`src/rtl/core/sadt_pkg.sv`:
```
// Shared constants and types for the slot arg-max text decoder.
// Used by the register block, the front end, the back end and the top level.
// Depends on nothing.
`default_nettype none

package sadt_pkg;

  localparam int MAX_VOCAB = 128;
  localparam int MAX_SLOTS = 32;
  localparam int PROB_BITS = 16;

  localparam int VOCAB_W = 8;
  localparam int INDEX_W = 7;
  localparam int THR_W = 16;
  localparam int APB_AW = 4;
  localparam int APB_DW = 32;
  localparam int QUEUE_DEPTH = 4;

  localparam logic [1:0] REG_VOCAB_SIZE = 2'd0;
  localparam logic [1:0] REG_PAD_INDEX = 2'd1;
  localparam logic [1:0] REG_ACCEPT_THRESHOLD = 2'd2;

  localparam logic [VOCAB_W-1:0] VOCAB_RESET = 8'd36;
  localparam logic [INDEX_W-1:0] PAD_RESET = 7'd0;
  localparam logic [THR_W-1:0] THR_RESET = 16'd32768;

  typedef struct packed {
    logic [VOCAB_W-1:0] vocab_size;
    logic [INDEX_W-1:0] pad_index;
    logic [THR_W-1:0] accept_threshold;
  } cfg_t;

endpackage

`default_nettype wire

```
`src/rtl/core/sadt_regs.sv`:
```
// Configuration registers behind an APB-style port.
// Depends on sadt_pkg for register codes, reset values and the cfg_t bundle.
`default_nettype none

module sadt_regs (
  input  wire logic                         clk,
  input  wire logic                         rst,
  input  wire logic                         psel,
  input  wire logic                         penable,
  input  wire logic                         pwrite,
  input  wire logic [sadt_pkg::APB_AW-1:0]  paddr,
  input  wire logic [sadt_pkg::APB_DW-1:0]  pwdata,
  output logic      [sadt_pkg::APB_DW-1:0]  prdata,
  output logic                              pready,
  output sadt_pkg::cfg_t                    cfg
);

  logic       wr;
  logic [1:0] idx;

  assign pready = 1'b1;
  assign idx = paddr[3:2];
  assign wr = psel && penable && pwrite;

  always_ff @(posedge clk) begin
    if (rst) begin
      cfg.vocab_size <= sadt_pkg::VOCAB_RESET;
      cfg.pad_index <= sadt_pkg::PAD_RESET;
      cfg.accept_threshold <= sadt_pkg::THR_RESET;
    end else if (wr) begin
      case (idx)
        sadt_pkg::REG_VOCAB_SIZE: cfg.vocab_size <= pwdata[sadt_pkg::VOCAB_W-1:0];
        sadt_pkg::REG_PAD_INDEX: cfg.pad_index <= pwdata[sadt_pkg::INDEX_W-1:0];
        sadt_pkg::REG_ACCEPT_THRESHOLD:
          cfg.accept_threshold <= pwdata[sadt_pkg::THR_W-1:0];
        default: ;
      endcase
    end
  end

  always_comb begin
    prdata = '0;
    case (idx)
      sadt_pkg::REG_VOCAB_SIZE: prdata[sadt_pkg::VOCAB_W-1:0] = cfg.vocab_size;
      sadt_pkg::REG_PAD_INDEX: prdata[sadt_pkg::INDEX_W-1:0] = cfg.pad_index;
      sadt_pkg::REG_ACCEPT_THRESHOLD:
        prdata[sadt_pkg::THR_W-1:0] = cfg.accept_threshold;
      default: prdata = '0;
    endcase
  end

endmodule

`default_nettype wire

```
`src/rtl/core/sadt_front.sv`:
```
// Front end: takes probability beats, tracks the slot maximum and the tensor totals,
// and pushes symbol and summary jobs into the queue. Depends on sadt_pkg.
`default_nettype none

module sadt_front #(
  parameter int MAX_SLOTS = sadt_pkg::MAX_SLOTS,
  parameter int CNT_W = $clog2(MAX_SLOTS + 1),
  parameter int SUM_W = sadt_pkg::PROB_BITS + CNT_W,
  parameter int JOB_W = 1 + sadt_pkg::INDEX_W + 3 + CNT_W + SUM_W
) (
  input  wire logic                            clk,
  input  wire logic                            rst,
  input  wire sadt_pkg::cfg_t                  cfg,
  input  wire logic                            s_tvalid,
  output logic                                 s_tready,
  input  wire logic [sadt_pkg::PROB_BITS-1:0]  s_tdata,
  input  wire logic                            s_tlast,
  input  wire logic                            q_full,
  output logic                                 q_push,
  output logic      [JOB_W-1:0]                q_job
);

  localparam int PW = sadt_pkg::INDEX_W;
  localparam int VW = sadt_pkg::VOCAB_W;

  logic [PW-1:0]                  pos;
  logic [sadt_pkg::PROB_BITS-1:0] best_val;
  logic [PW-1:0]                  best_idx;
  logic [CNT_W-1:0]               cnt;
  logic [SUM_W-1:0]               sum;
  logic                           any_sym;
  logic                           ovf;

  logic                           beat;
  logic                           take;
  logic [sadt_pkg::PROB_BITS-1:0] val_next;
  logic [PW-1:0]                  idx_next;
  logic [VW-1:0]                  veff;
  logic [VW-1:0]                  pos_inc;
  logic                           close;
  logic                           slot_ok;
  logic                           emit_sym;
  logic [CNT_W-1:0]               cnt_next;
  logic [SUM_W-1:0]               sum_next;
  logic                           any_next;
  logic                           ovf_next;
  logic                           err;

  assign s_tready = !q_full;
  assign beat = s_tvalid && s_tready;

  always_comb begin
    if (cfg.vocab_size == '0) begin
      veff = VW'(1);
    end else if (cfg.vocab_size > VW'(sadt_pkg::MAX_VOCAB)) begin
      veff = VW'(sadt_pkg::MAX_VOCAB);
    end else begin
      veff = cfg.vocab_size;
    end
    take = (pos == '0) || (s_tdata > best_val);
    val_next = take ? s_tdata : best_val;
    idx_next = take ? pos : best_idx;
    pos_inc = VW'(pos) + VW'(1);
    close = pos_inc >= veff;
    slot_ok = close && (cnt < CNT_W'(MAX_SLOTS));
    ovf_next = ovf || (close && !slot_ok);
    cnt_next = cnt + CNT_W'(slot_ok);
    sum_next = sum + (slot_ok ? SUM_W'(val_next) : '0);
    emit_sym = slot_ok && (idx_next != cfg.pad_index);
    any_next = any_sym || emit_sym;
    err = ovf_next || !close;
    q_push = beat && (emit_sym || s_tlast);
    q_job = {emit_sym, idx_next, s_tlast, any_next, err, cnt_next, sum_next};
  end

  always_ff @(posedge clk) begin
    if (rst) begin
      pos <= '0;
      best_val <= '0;
      best_idx <= '0;
      cnt <= '0;
      sum <= '0;
      any_sym <= 1'b0;
      ovf <= 1'b0;
    end else if (beat) begin
      if (s_tlast) begin
        pos <= '0;
        best_val <= '0;
        best_idx <= '0;
        cnt <= '0;
        sum <= '0;
        any_sym <= 1'b0;
        ovf <= 1'b0;
      end else begin
        pos <= close ? '0 : pos_inc[PW-1:0];
        best_val <= val_next;
        best_idx <= idx_next;
        cnt <= cnt_next;
        sum <= sum_next;
        any_sym <= any_next;
        ovf <= ovf_next;
      end
    end
  end

endmodule

`default_nettype wire

```
`src/rtl/core/sadt_queue.sv`:
```
// Small job queue between the front end and the back end.
// Depends on sadt_pkg for its default depth.
`default_nettype none

module sadt_queue #(
  parameter int W = 8,
  parameter int DEPTH = sadt_pkg::QUEUE_DEPTH
) (
  input  wire logic         clk,
  input  wire logic         rst,
  input  wire logic         push,
  input  wire logic [W-1:0] din,
  input  wire logic         pop,
  output logic      [W-1:0] dout,
  output logic              full,
  output logic              empty
);

  localparam int AW = (DEPTH > 1) ? $clog2(DEPTH) : 1;
  localparam int CW = $clog2(DEPTH + 1);

  logic [W-1:0]  mem [DEPTH];
  logic [AW-1:0] wptr;
  logic [AW-1:0] rptr;
  logic [CW-1:0] count;

  assign full = count == CW'(DEPTH);
  assign empty = count == '0;
  assign dout = mem[rptr];

  always_ff @(posedge clk) begin
    if (push) begin
      mem[wptr] <= din;
    end
  end

  always_ff @(posedge clk) begin
    if (rst) begin
      wptr <= '0;
      rptr <= '0;
      count <= '0;
    end else begin
      if (push) begin
        wptr <= (wptr == AW'(DEPTH - 1)) ? '0 : wptr + AW'(1);
      end
      if (pop) begin
        rptr <= (rptr == AW'(DEPTH - 1)) ? '0 : rptr + AW'(1);
      end
      count <= count + CW'(push) - CW'(pop);
    end
  end

endmodule

`default_nettype wire

```
`src/rtl/core/sadt_back.sv`:
```
// Back end: drains jobs, sends symbol beats, divides the confidence sum by the
// slot count one quotient bit a cycle and sends the summary. Depends on sadt_pkg.
`default_nettype none

module sadt_back #(
  parameter int MAX_SLOTS = sadt_pkg::MAX_SLOTS,
  parameter int CNT_W = $clog2(MAX_SLOTS + 1),
  parameter int SUM_W = sadt_pkg::PROB_BITS + CNT_W,
  parameter int JOB_W = 1 + sadt_pkg::INDEX_W + 3 + CNT_W + SUM_W
) (
  input  wire logic               clk,
  input  wire logic               rst,
  input  wire sadt_pkg::cfg_t     cfg,
  input  wire logic               q_empty,
  input  wire logic [JOB_W-1:0]   q_job,
  output logic                    q_pop,
  output logic                    m_tvalid,
  input  wire logic               m_tready,
  output logic      [31:0]        m_tdata,
  output logic                    m_tlast,
  output logic                    m_tuser
);

  localparam int PB = sadt_pkg::PROB_BITS;
  localparam int IW = sadt_pkg::INDEX_W;
  localparam int DW = $clog2(SUM_W + 1);

  localparam logic [1:0] ST_IDLE = 2'd0;
  localparam logic [1:0] ST_DIV = 2'd1;
  localparam logic [1:0] ST_SUM = 2'd2;

  logic [1:0]       state;
  logic [DW-1:0]    dcnt;
  logic [SUM_W-1:0] quo;
  logic [CNT_W-1:0] rem;
  logic [CNT_W-1:0] divisor;
  logic             any_sym;
  logic             err;

  logic             j_sym;
  logic [IW-1:0]    j_idx;
  logic             j_sum;
  logic             j_any;
  logic             j_err;
  logic [CNT_W-1:0] j_cnt;
  logic [SUM_W-1:0] j_total;

  logic             out_free;
  logic [CNT_W:0]   rem_sh;
  logic             ge;
  logic [CNT_W:0]   diff;
  logic [PB-1:0]    mean;
  logic             acc;

  assign {j_sym, j_idx, j_sum, j_any, j_err, j_cnt, j_total} = q_job;
  assign out_free = !m_tvalid || m_tready;
  assign q_pop = (state == ST_IDLE) && !q_empty && out_free;

  always_comb begin
    rem_sh = {rem, quo[SUM_W-1]};
    ge = rem_sh >= {1'b0, divisor};
    diff = rem_sh - {1'b0, divisor};
    mean = (divisor == '0) ? '0 : quo[PB-1:0];
    acc = any_sym && !err && (mean >= cfg.accept_threshold);
  end

  always_ff @(posedge clk) begin
    if (rst) begin
      state <= ST_IDLE;
      m_tvalid <= 1'b0;
    end else begin
      if ((q_pop && j_sym) || ((state == ST_SUM) && out_free)) begin
        m_tvalid <= 1'b1;
      end else if (m_tready) begin
        m_tvalid <= 1'b0;
      end
      case (state)
        ST_IDLE: begin
          if (q_pop && j_sum) begin
            state <= ST_DIV;
          end
        end
        ST_DIV: begin
          if (dcnt == DW'(1)) begin
            state <= ST_SUM;
          end
        end
        ST_SUM: begin
          if (out_free) begin
            state <= ST_IDLE;
          end
        end
        default: state <= ST_IDLE;
      endcase
    end
  end

  always_ff @(posedge clk) begin
    case (state)
      ST_IDLE: begin
        if (q_pop) begin
          if (j_sym) begin
            m_tdata <= {25'd0, j_idx};
            m_tlast <= 1'b0;
            m_tuser <= 1'b1;
          end
          quo <= j_total;
          rem <= '0;
          divisor <= j_cnt;
          any_sym <= j_any;
          err <= j_err;
          dcnt <= DW'(SUM_W);
        end
      end
      ST_DIV: begin
        quo <= {quo[SUM_W-2:0], ge};
        rem <= ge ? diff[CNT_W-1:0] : rem_sh[CNT_W-1:0];
        dcnt <= dcnt - DW'(1);
      end
      ST_SUM: begin
        if (out_free) begin
          m_tdata <= {7'd0, err, acc, mean, {IW{1'b0}}};
          m_tlast <= 1'b1;
          m_tuser <= 1'b0;
        end
      end
      default: ;
    endcase
  end

endmodule

`default_nettype wire

```
`src/rtl/core/slot_argmax_text_decoder_unit.sv`:
```
// Top level of the greedy arg-max slot decoder: registers, front end, job queue, back end.
// Depends on sadt_pkg, sadt_regs, sadt_front, sadt_queue and sadt_back.
//
//   Channel  Direction  Beat carries
//   s_*      in         tdata[15:0] prob, tlast final_element
//   m_*      out        tuser is_symbol, tdata symbol/mean/accepted/size_error, tlast last
//   APB      in/out     vocab_size at 0x0, pad_index at 0x4, accept_threshold at 0x8
//
// The front end takes one probability beat per cycle while the four-entry job queue has room.
// A symbol beat is registered in the cycle after its job is taken from the queue; a summary
// is computed by the bit-serial restoring divider and is then sent from the summary state.
// Reset clears the tensor state and loads the register defaults. Either side may stall;
// a full queue holds s_tready low.
`default_nettype none

module slot_argmax_text_decoder_unit #(
  parameter int MAX_SLOTS = sadt_pkg::MAX_SLOTS
) (
  input  wire logic                         clk,
  input  wire logic                         rst,
  input  wire logic                         psel,
  input  wire logic                         penable,
  input  wire logic                         pwrite,
  input  wire logic [sadt_pkg::APB_AW-1:0]  paddr,
  input  wire logic [sadt_pkg::APB_DW-1:0]  pwdata,
  output logic      [sadt_pkg::APB_DW-1:0]  prdata,
  output logic                              pready,
  input  wire logic                         s_tvalid,
  output logic                              s_tready,
  input  wire logic [15:0]                  s_tdata,  // [15:0] prob
  input  wire logic                         s_tlast,
  output logic                              m_tvalid,
  input  wire logic                         m_tready,
  // [6:0] symbol_index, [22:7] mean_confidence, [23] accepted, [24] size_error
  output logic      [31:0]                  m_tdata,
  output logic                              m_tlast,
  output logic                              m_tuser   // [0] is_symbol
);

  localparam int CNT_W = $clog2(MAX_SLOTS + 1);
  localparam int SUM_W = sadt_pkg::PROB_BITS + CNT_W;
  localparam int JOB_W = 1 + sadt_pkg::INDEX_W + 3 + CNT_W + SUM_W;

  sadt_pkg::cfg_t   cfg;
  logic             q_push;
  logic             q_pop;
  logic             q_full;
  logic             q_empty;
  logic [JOB_W-1:0] q_din;
  logic [JOB_W-1:0] q_dout;

  sadt_regs u_regs (
    .clk     (clk),
    .rst     (rst),
    .psel    (psel),
    .penable (penable),
    .pwrite  (pwrite),
    .paddr   (paddr),
    .pwdata  (pwdata),
    .prdata  (prdata),
    .pready  (pready),
    .cfg     (cfg)
  );

  sadt_front #(
    .MAX_SLOTS (MAX_SLOTS),
    .CNT_W     (CNT_W),
    .SUM_W     (SUM_W),
    .JOB_W     (JOB_W)
  ) u_front (
    .clk      (clk),
    .rst      (rst),
    .cfg      (cfg),
    .s_tvalid (s_tvalid),
    .s_tready (s_tready),
    .s_tdata  (s_tdata),
    .s_tlast  (s_tlast),
    .q_full   (q_full),
    .q_push   (q_push),
    .q_job    (q_din)
  );

  sadt_queue #(
    .W     (JOB_W),
    .DEPTH (sadt_pkg::QUEUE_DEPTH)
  ) u_queue (
    .clk   (clk),
    .rst   (rst),
    .push  (q_push),
    .din   (q_din),
    .pop   (q_pop),
    .dout  (q_dout),
    .full  (q_full),
    .empty (q_empty)
  );

  sadt_back #(
    .MAX_SLOTS (MAX_SLOTS),
    .CNT_W     (CNT_W),
    .SUM_W     (SUM_W),
    .JOB_W     (JOB_W)
  ) u_back (
    .clk      (clk),
    .rst      (rst),
    .cfg      (cfg),
    .q_empty  (q_empty),
    .q_job    (q_dout),
    .q_pop    (q_pop),
    .m_tvalid (m_tvalid),
    .m_tready (m_tready),
    .m_tdata  (m_tdata),
    .m_tlast  (m_tlast),
    .m_tuser  (m_tuser)
  );

endmodule

`default_nettype wire

```
`config.mk`:
```
export PLATFORM = sky130hd
export DESIGN_NAME = slot_argmax_text_decoder_unit
export DESIGN_NICKNAME = d
export VERILOG_FILES = /design/src/rtl/core/sadt_pkg.sv /design/src/rtl/core/sadt_regs.sv /design/src/rtl/core/sadt_front.sv /design/src/rtl/core/sadt_queue.sv /design/src/rtl/core/sadt_back.sv /design/src/rtl/core/slot_argmax_text_decoder_unit.sv
export SDC_FILE = /design/constraint.sdc
export NUM_CORES = 1
export LEC_CHECK = 0
export BUFFER_PORTS_ARGS = -buffer_cell sky130_fd_sc_hd__buf_4
export CAP_MARGIN = 15
export CELL_PAD_IN_SITES_DETAIL_PLACEMENT = 1
export CELL_PAD_IN_SITES_GLOBAL_PLACEMENT = 1
export CORE_MARGIN = 4
export CORE_UTILIZATION = 53
export CTS_CLUSTER_SIZE = 20
export DETAILED_ROUTE_END_ITERATION = 12
export GPL_TIMING_DRIVEN = 1
export MAX_ROUTING_LAYER = met4
export PLACE_DENSITY_LB_ADDON = 0.1
export SYNTH_ARGS = -nofsm -noshare
export SYNTH_HDL_FRONTEND = slang
export SYNTH_SLANG_ARGS = --single-unit
```
`constraint.sdc`:
```
create_clock -name clk -period 12.6 [get_ports clk]
set_clock_uncertainty 0.1 [all_clocks]
set_input_delay 1.26 -clock clk [delete_from_list [all_inputs] [get_ports clk]]
set_output_delay 1.26 -clock clk [all_outputs]
set_load 0.02 [all_outputs]
```
==> results of run 1 <==
[per-layer routing]
layer,track usage,vias to the layer above
met5,-,-
met1,0.327,5220
li1,-,4855
met4,0.0584,0
met3,0.0337,49
met2,0.432,276
[flip-flops by register name, indices dropped and copies added (netlist names), 2 cells and up, named ones only]
name and flops:
u_front.cnt 6, u_back.quo 22, u_back.divisor 6, u_front.best_val 16, u_front.best_idx 7, u_front.sum 22, u_regs.cfg 31, u_back.rem 6
u_back.dcnt 5, u_back.m_tdata 25, u_queue.mem 156, u_queue.count 3, u_front.pos 7, u_queue.rptr 2, u_queue.wptr 2, u_back.state 2
[tightest hold or removal path, cell delays in order (launching register included)]
cell and delay, ns:
dfxtp_1 0.31, nand2_1 0.06, a21oi_1 0.06
[power by group through the flow]
stage                     sequential [mW]  clock [mW]  combinational (mW)
final                                1.41        1.11               0.891
after CTS                            1.41        1.13               0.905
after global routing                 1.43        1.18               0.994
after floorplan                      1.43           0               0.587
after global placement               1.43           0               0.851
after detailed placement             1.44           0               0.884
[cell families (layout without fill, tap and decap cells)]
| group | after synthesis | after routing |
|---|---|---|
| simple gates | 429 | 429 |
| flops | 327 | 327 |
| compound gates | 190 | 190 |
| buf+inv | 152 | 235 |
| mux | 90 | 90 |
| fa+ha+maj | 78 | 78 |
| xor+xnor | 42 | 42 |
| other cells | 2 | 24 |
[area by class of cell]
| cell class | instances | area (sq um) |
|---|---|---|
| repair buffers | 100 | 751 |
| flip-flops and latches | 327 | 8790 |
| clock buffers | 49 | 1030 |
| well taps | 384 | 480 |
| inverters | 67 | 251 |
| multi-input cells | 853 | 6180 |
| clock inverters | 19 | 238 |
| fillers | 2984 | 11100 |
[worst paths after layout]
path,cells after the start,from,to,slack [ns]
worst min register to register,2,u_regs.cfg[12],u_regs.cfg[12],0.37
worst max-delay path,19,s_tdata[12],u_queue.mem[0][21],6.40
worst min-delay path,2,u_regs.cfg[12],u_regs.cfg[12],0.37
worst max register to register,20,u_front.pos[0],u_queue.mem[0][21],6.50
[synth_stat cells, types with 6 or more instances]
library cell,n,area share
inv_1,67,0.016
nor2b_1,12,0.0048
a21oi_1,53,0.017
dfxtp_1,103,0.13
and3_1,29,0.012
mux4_2,39,0.056
mux2i_1,48,0.031
and2_1,39,0.016
nand3_1,19,0.0061
nand4_1,7,0.0028
clkbuf_1,46,0.011
o21ai_0,30,0.0097
o211ai_1,6,0.0029
xnor2_1,29,0.016
nand2_1,155,0.037
a21o_1,12,0.0058
ha_1,75,0.060
nor2_1,106,0.026
nand2b_1,16,0.0064
nor3_1,17,0.0055
a22oi_1,37,0.018
buf_1,10,0.0024
buf_4,24,0.012
edfxtp_1,224,0.43
a31oi_1,9,0.0036
xor2_1,13,0.0073
[cells in the final DEF (no fill, tap or decap), drive strengths merged, types with 5 or more instances in the layout]
cell type,instances
a211oi,5
a21o,12
a21oi,53
a22oi,37
a31oi,9
and2,39
and3,29
buf,100
bufinv,5
clkbuf,49
clkinv,11
conb,24
dfxtp,103
edfxtp,224
ha,75
inv,69
mux2i,48
mux4,39
nand2,155
nand2b,16
nand3,20
nand4,7
nor2,106
nor2b,12
nor3,18
nor4,5
o2111ai,5
o211ai,6
o21a,5
o21ai,30
or4,6
xnor2,29
xor2,13
[per-stage QoR]
step / utilization / area (sq um) / hold WS (ns)
floorplan: - / 15600 / 0.345
global placement: 0.570 / 16500 / 0.359
detailed placement: 0.570 / 16500 / 0.367
CTS: 0.614 / 17700 / 0.374
global route: 0.614 / 17700 / 0.396
finish: 0.614 / 17700 / 0.373
==> results_dict.tcl, run 1 <==
set metrics [dict create \
    status "finished clean" \
    crit_path_start_kind "primary input" \
    cp_slowest_cell "a31o_1" \
    grt_max_degree 71 \
    leakage_nw 6.92 \
    cts_setup_buffers 0 \
    antenna_found_initial 0 \
    viasPerCell 5.78 \
    synth_top_family_by_area "simple AND/OR/NAND/NOR gates" \
    ys.flop_type "edfxtp_1" \
    fmax_mhz 161 \
    clockPowerShare 0.326 \
    hold_class "reg -> reg" \
    holdBufCountCts 0 \
    synth_compound_area_frac 0.0820 \
    wirelength_microns 39000 \
    slew_headroom 0.240 \
    synthMuxAreaShare 0.0898 \
    core-area_sq_mm 0.0289 \
    arrival_ns 6.41 \
    synthAdderAreaFrac 0.0642 \
    cts_htree_levels 2 \
    cts_root_buffer "clkbuf_16" \
    ys_warn_count 0 \
    route.met3.wl_microns 1890 \
    place_congestion 0.841 \
    yosysSeqAreaShare 0.565 \
    cts_resized 0 \
    hold_viol_final 0 \
    met2_length_microns 19500 \
    postSynthAreaPerCell_sq_um 11.9 \
    top_layer_used "met4" \
    area_delta_synth_final_pct 14.0 \
    cts.sinks 327 \
    crit_buf_inv 3 \
    layoutNonFillerInstCount 1799 \
    die-area_sq_mm 0.0321 \
    dpl.hpwl_microns 25600 \
    drc 0 \
    finalCritPeriodShare 0.492 \
    endpoint_kind "register" \
    cts-buffers-inserted 37 \
    dr_total_vias 10400 \
    setup_viol 0 \
    post-place-ws_ns 5.87 \
    finalWorstSetupSlack_ns 6.40 \
    cts_tree "built" \
    ys_types 67 \
    clk_latency_ns 0.52 \
    cp_top_family "compound AO/OA/AOI/OAI gates" \
    nets 1524 \
    syn_area_sq_mm 0.0156 \
    fp-row-count 62 \
    synth-edff-count 224 \
    vdd_ir_drop_max_uv 118 \
    diodes 0 \
    grt_overflow 0 \
    crit_required_ns 12.81 \
    pwr_density_cell_mw_per_mm2 193 \
    ant_nets 0 \
    combPwrFrac 0.261 \
    cts.clk_slew.worst_paths_ns 0.06 \
    start_util 0.539 \
    drive_gt1_frac 0.156 \
    port_buffers 86 \
    synth-seq-cells 327 \
    p_int_mw 2.37 \
    sw_frac_of_total 0.306 \
    syn_inst 1310 \
    die_y_microns 179 \
    fin_tns_setup_ns 0 \
    synth_simple_gate_area_frac 0.131 \
    p_switching_mw 1.05 \
    rsz0062_at_grt "false" \
    synth_xor_area_frac 0.0237 \
    drt_iter0_drc 731 \
    total_power_mw 3.42 \
    seqPwrFrac 0.413 \
    drv_cap 0 \
    finalCriticalPeriod_ns 6.20 \
    ios 129 \
    place_inst 1731 \
    critPathMaxStageDelay_ns 0.75 \
    path_cells "buf_4, ha_1, nand3_1, o211a_1, a2bb2oi_1, a31o_1, buf_4, mux2i_1, nand2b_1, inv_1, ha_1, a21o_1, a21oi_1, o21ai_0, nand3_1, a31oi_1, a41oi_1, nor2_1, xor2_1" \
    avgRoutedWirePerCell_microns 21.7 \
    drv_slew 0 \
    crit_type "in -> reg" \
    tightest_slew_ns 1.13 \
    wl_met1_microns 17000 \
    grt_pass1_vias 10976 \
    cts_buffer_depth 3 \
    grt_usage 0.254 \
    die_w_microns 179 \
    drt_pass1_iterations 5 \
    grt_pass1_wl_microns 61200 \
    crit_fanout 15 \
    ys_async_sr_fraction 0 \
]
Note: power is estimated with default switching activity, not from simulation.
==> run 2, diff against run 1 <==
--- a/config.mk
+++ b/config.mk
@@ -5,12 +5,13 @@
 export SDC_FILE = /design/constraint.sdc
 export NUM_CORES = 1
 export LEC_CHECK = 0
+export ABC_AREA = 1
 export BUFFER_PORTS_ARGS = -buffer_cell sky130_fd_sc_hd__buf_4
 export CAP_MARGIN = 15
 export CELL_PAD_IN_SITES_DETAIL_PLACEMENT = 1
 export CELL_PAD_IN_SITES_GLOBAL_PLACEMENT = 1
 export CORE_MARGIN = 4
-export CORE_UTILIZATION = 53
+export CORE_UTILIZATION = 47
 export CTS_CLUSTER_SIZE = 20
 export DETAILED_ROUTE_END_ITERATION = 12
 export GPL_TIMING_DRIVEN = 1
==> constraint.sdc (replaced) <==
create_clock -name clk -period 6.5 [get_ports clk]
set_clock_uncertainty 0.1 [all_clocks]
set_input_delay 0.65 -clock clk [delete_from_list [all_inputs] [get_ports clk]]
set_output_delay 0.65 -clock clk [all_outputs]
set_load 0.02 [all_outputs]
==> results_dict.tcl, run 2 <==
set metrics [dict create \
    status "finished clean" \
    critPathMaxStageDelay_ns 0.65 \
    reg2regPathDepth 25 \
    grt_pass1_wl_microns 64200 \
    fin_tns_setup_ns 0 \
    drive_gt1_frac 0.117 \
    cts_resized 0 \
    synth_compound_area_frac 0.124 \
    yosysSeqAreaShare 0.570 \
    syn_inst 1628 \
    synth_top_family_by_area "simple AND/OR/NAND/NOR gates" \
    ys_warn_count 0 \
    ys_async_sr_fraction 0 \
    diodes 0 \
    cts_root_buffer "clkbuf_16" \
    grt_pass1_vias 11955 \
    yosysTopAreaCell "edfxtp_1" \
    hold_path.startpoint "pwdata[5]" \
    synth_area_leaders "edfxtp_1 (44%), dfxtp_1 (13%), nand2_1 (6.8%), ha_1 (6.1%), nor2_1 (5.6%)" \
    crit_type "reg -> reg" \
    syn_area_sq_mm 0.0154 \
    synthAdderAreaFrac 0.0648 \
    cts.clk_slew.worst_paths_ns 0.07 \
    final_area_sq_mm 0.0177 \
    ant_nets 0 \
    drv_slew 0 \
    synth-seq-cells 327 \
    hold_viol_final 0 \
    postSynthAreaPerCell_sq_um 9.47 \
    synthMuxAreaShare 0 \
    fmax_mhz 195 \
    avgRoutedWirePerCell_microns 18.8 \
    cts_htree_levels 2 \
    antenna_found_initial 0 \
    crit_required_ns 6.84 \
    arrival_ns 5.47 \
    cts-buffers-inserted 36 \
    cts_buffer_depth 3 \
    layoutNonFillerInstCount 2173 \
    drt_pass1_iterations 5 \
    drv_cap 0 \
    crit_fanout 16 \
    drc 0 \
    hold_depth 3 \
    core-area_sq_mm 0.0325 \
    r2r-start "u_front.pos[0]" \
    dr_total_vias 11518 \
    layout_commonest_cell "nand2_1" \
    hold_class "in -> reg" \
    largest_reg_flops 156 \
    nets 1841 \
    ys_types 50 \
    tightest_slew_ns 1.05 \
    area_delta_synth_final_pct 14.8 \
    die-area_sq_mm 0.0358 \
    synth_commonest_cells "nand2_1 (278), nor2_1 (228), edfxtp_1 (224)" \
    largest_register "u_queue.mem" \
    synth_xor_area_frac 0.0170 \
    endpoint_kind "register" \
    ys.flop_type "edfxtp_1" \
    wirelength_microns 40900 \
    start_util 0.475 \
    holdBufCountCts 0 \
    path_common_cell "nand2_1" \
    port_buffers 86 \
    synth-edff-count 224 \
    final_cell_mix "nand2_1 (277), nor2_1 (224), edfxtp_1 (224), inv_1 (158), o21ai_0 (144)" \
    cts.sinks 327 \
    grt_overflow 0 \
    finalCriticalPeriod_ns 5.13 \
    cp_slowest_cell "o2111ai_1" \
    top_regs "u_queue.mem x156, u_regs.cfg x31, u_back.m_tdata x25" \
    grt_max_degree 80 \
    clk_latency_ns 0.52 \
    grt_usage 0.232 \
    slew_headroom 0.297 \
    post-synth-top-count-cell "nand2_1" \
    cts_tree "built" \
    die_w_microns 189 \
    die_y_microns 189 \
    setup_viol 0 \
    rsz0062_at_grt "false" \
    crit_path_start_kind "register" \
    ios 129 \
    pwr_density_cell_mw_per_mm2 383 \
    place_congestion 0.815 \
    place_inst 2105 \
    synth_simple_gate_area_frac 0.155 \
    finalCritPeriodShare 0.790 \
    drt_iter0_drc 644 \
    fp-row-count 66 \
    cts_setup_buffers 0 \
    leakage_nw 7.09 \
    viasPerCell 5.30 \
    startpoint "u_front.pos[0]" \
    yosysTopAreaCellShare 0.436 \
    dpl.hpwl_microns 27300 \
    vdd_ir_drop_max_uv 230 \
    dpl-instance-area_sq_mm 0.0164 \
]
## run 2: changes by cell type after synthesis, sizes merged, moves of 37 or more
| cell | previous run | this run |
|---|---|---|
| o22ai | 1 | 43 |
| a21oi | 53 | 119 |
| mux2i | 48 | 0 |
| nor2 | 106 | 230 |
| and2 | 39 | 2 |
| nand2 | 155 | 293 |
| o21ai | 30 | 148 |
| mux4 | 39 | 0 |
| inv | 67 | 161 |
## run 2: worst paths after layout
path,to,slack [ns]
worst max register to register,u_front.sum[20],1.37
worst max-delay path,u_front.sum[20],1.37
worst min register to register,u_front.best_idx[6],0.37
worst min-delay path,u_regs.cfg[28],0.28
## run 2: final cells by class
| cell class | instances | area (sq um) |
|---|---|---|
| clock buffer | 48 | 1010 |
| multi-input combinational | 1067 | 5680 |
| tap | 442 | 553 |
| fill | 3656 | 14800 |
| inverter | 166 | 623 |
| sequential | 327 | 8790 |
| clock inverter | 18 | 221 |
| timing repair buffer | 105 | 818 |
## run 2: power by group
group	internal [mW]	switching, mW
Combinational	0.565	1.31
Clock	1.26	0.851
Sequential	2.63	0.153
## run 2: per-layer routing
metal  part of all wire  global-route usage  vias to the layer above
met2               0.49               0.390                      193
li1                   -                   -                     5618
met3              0.037              0.0282                       46
met5                  0                   -                        -
met4              0.015              0.0462                        0
met1               0.46               0.309                     5661
## run 2: kinds of logic after synthesis
kind of cell / count (synthesis)
xor+xnor: 30
compound gates: 347
flops: 327
buf+inv: 256
fa+ha+maj: 78
simple gates: 588
other cells: 2
## run 2: critical path: cells and delay by family, from the launching register on
| family | cells | cell delay, ns |
|---|---|---|
| AOI/OAI and AO/OA | 7 | 1.65 |
| xor gates and xnor gates | 1 | 0.17 |
| adders and majority gates | 3 | 0.97 |
| buffers and inverters | 2 | 0.33 |
| DFF | 1 | 0.46 |
| and+or+nand+nor | 12 | 1.36 |
## run 2: per-stage QoR
step / setup WS [ns] / power [mW] / utilization / hold WS, ns
floorplan: 2.01 / 4.00 / - / 0.345
global placement: 1.40 / 4.59 / 0.506 / 0.353
detailed placement: 1.32 / 4.69 / 0.506 / 0.363
CTS: 1.35 / 6.83 / 0.544 / 0.266
global route: 0.799 / 7.16 / 0.545 / 0.270
finish: 1.37 / 6.77 / 0.545 / 0.283
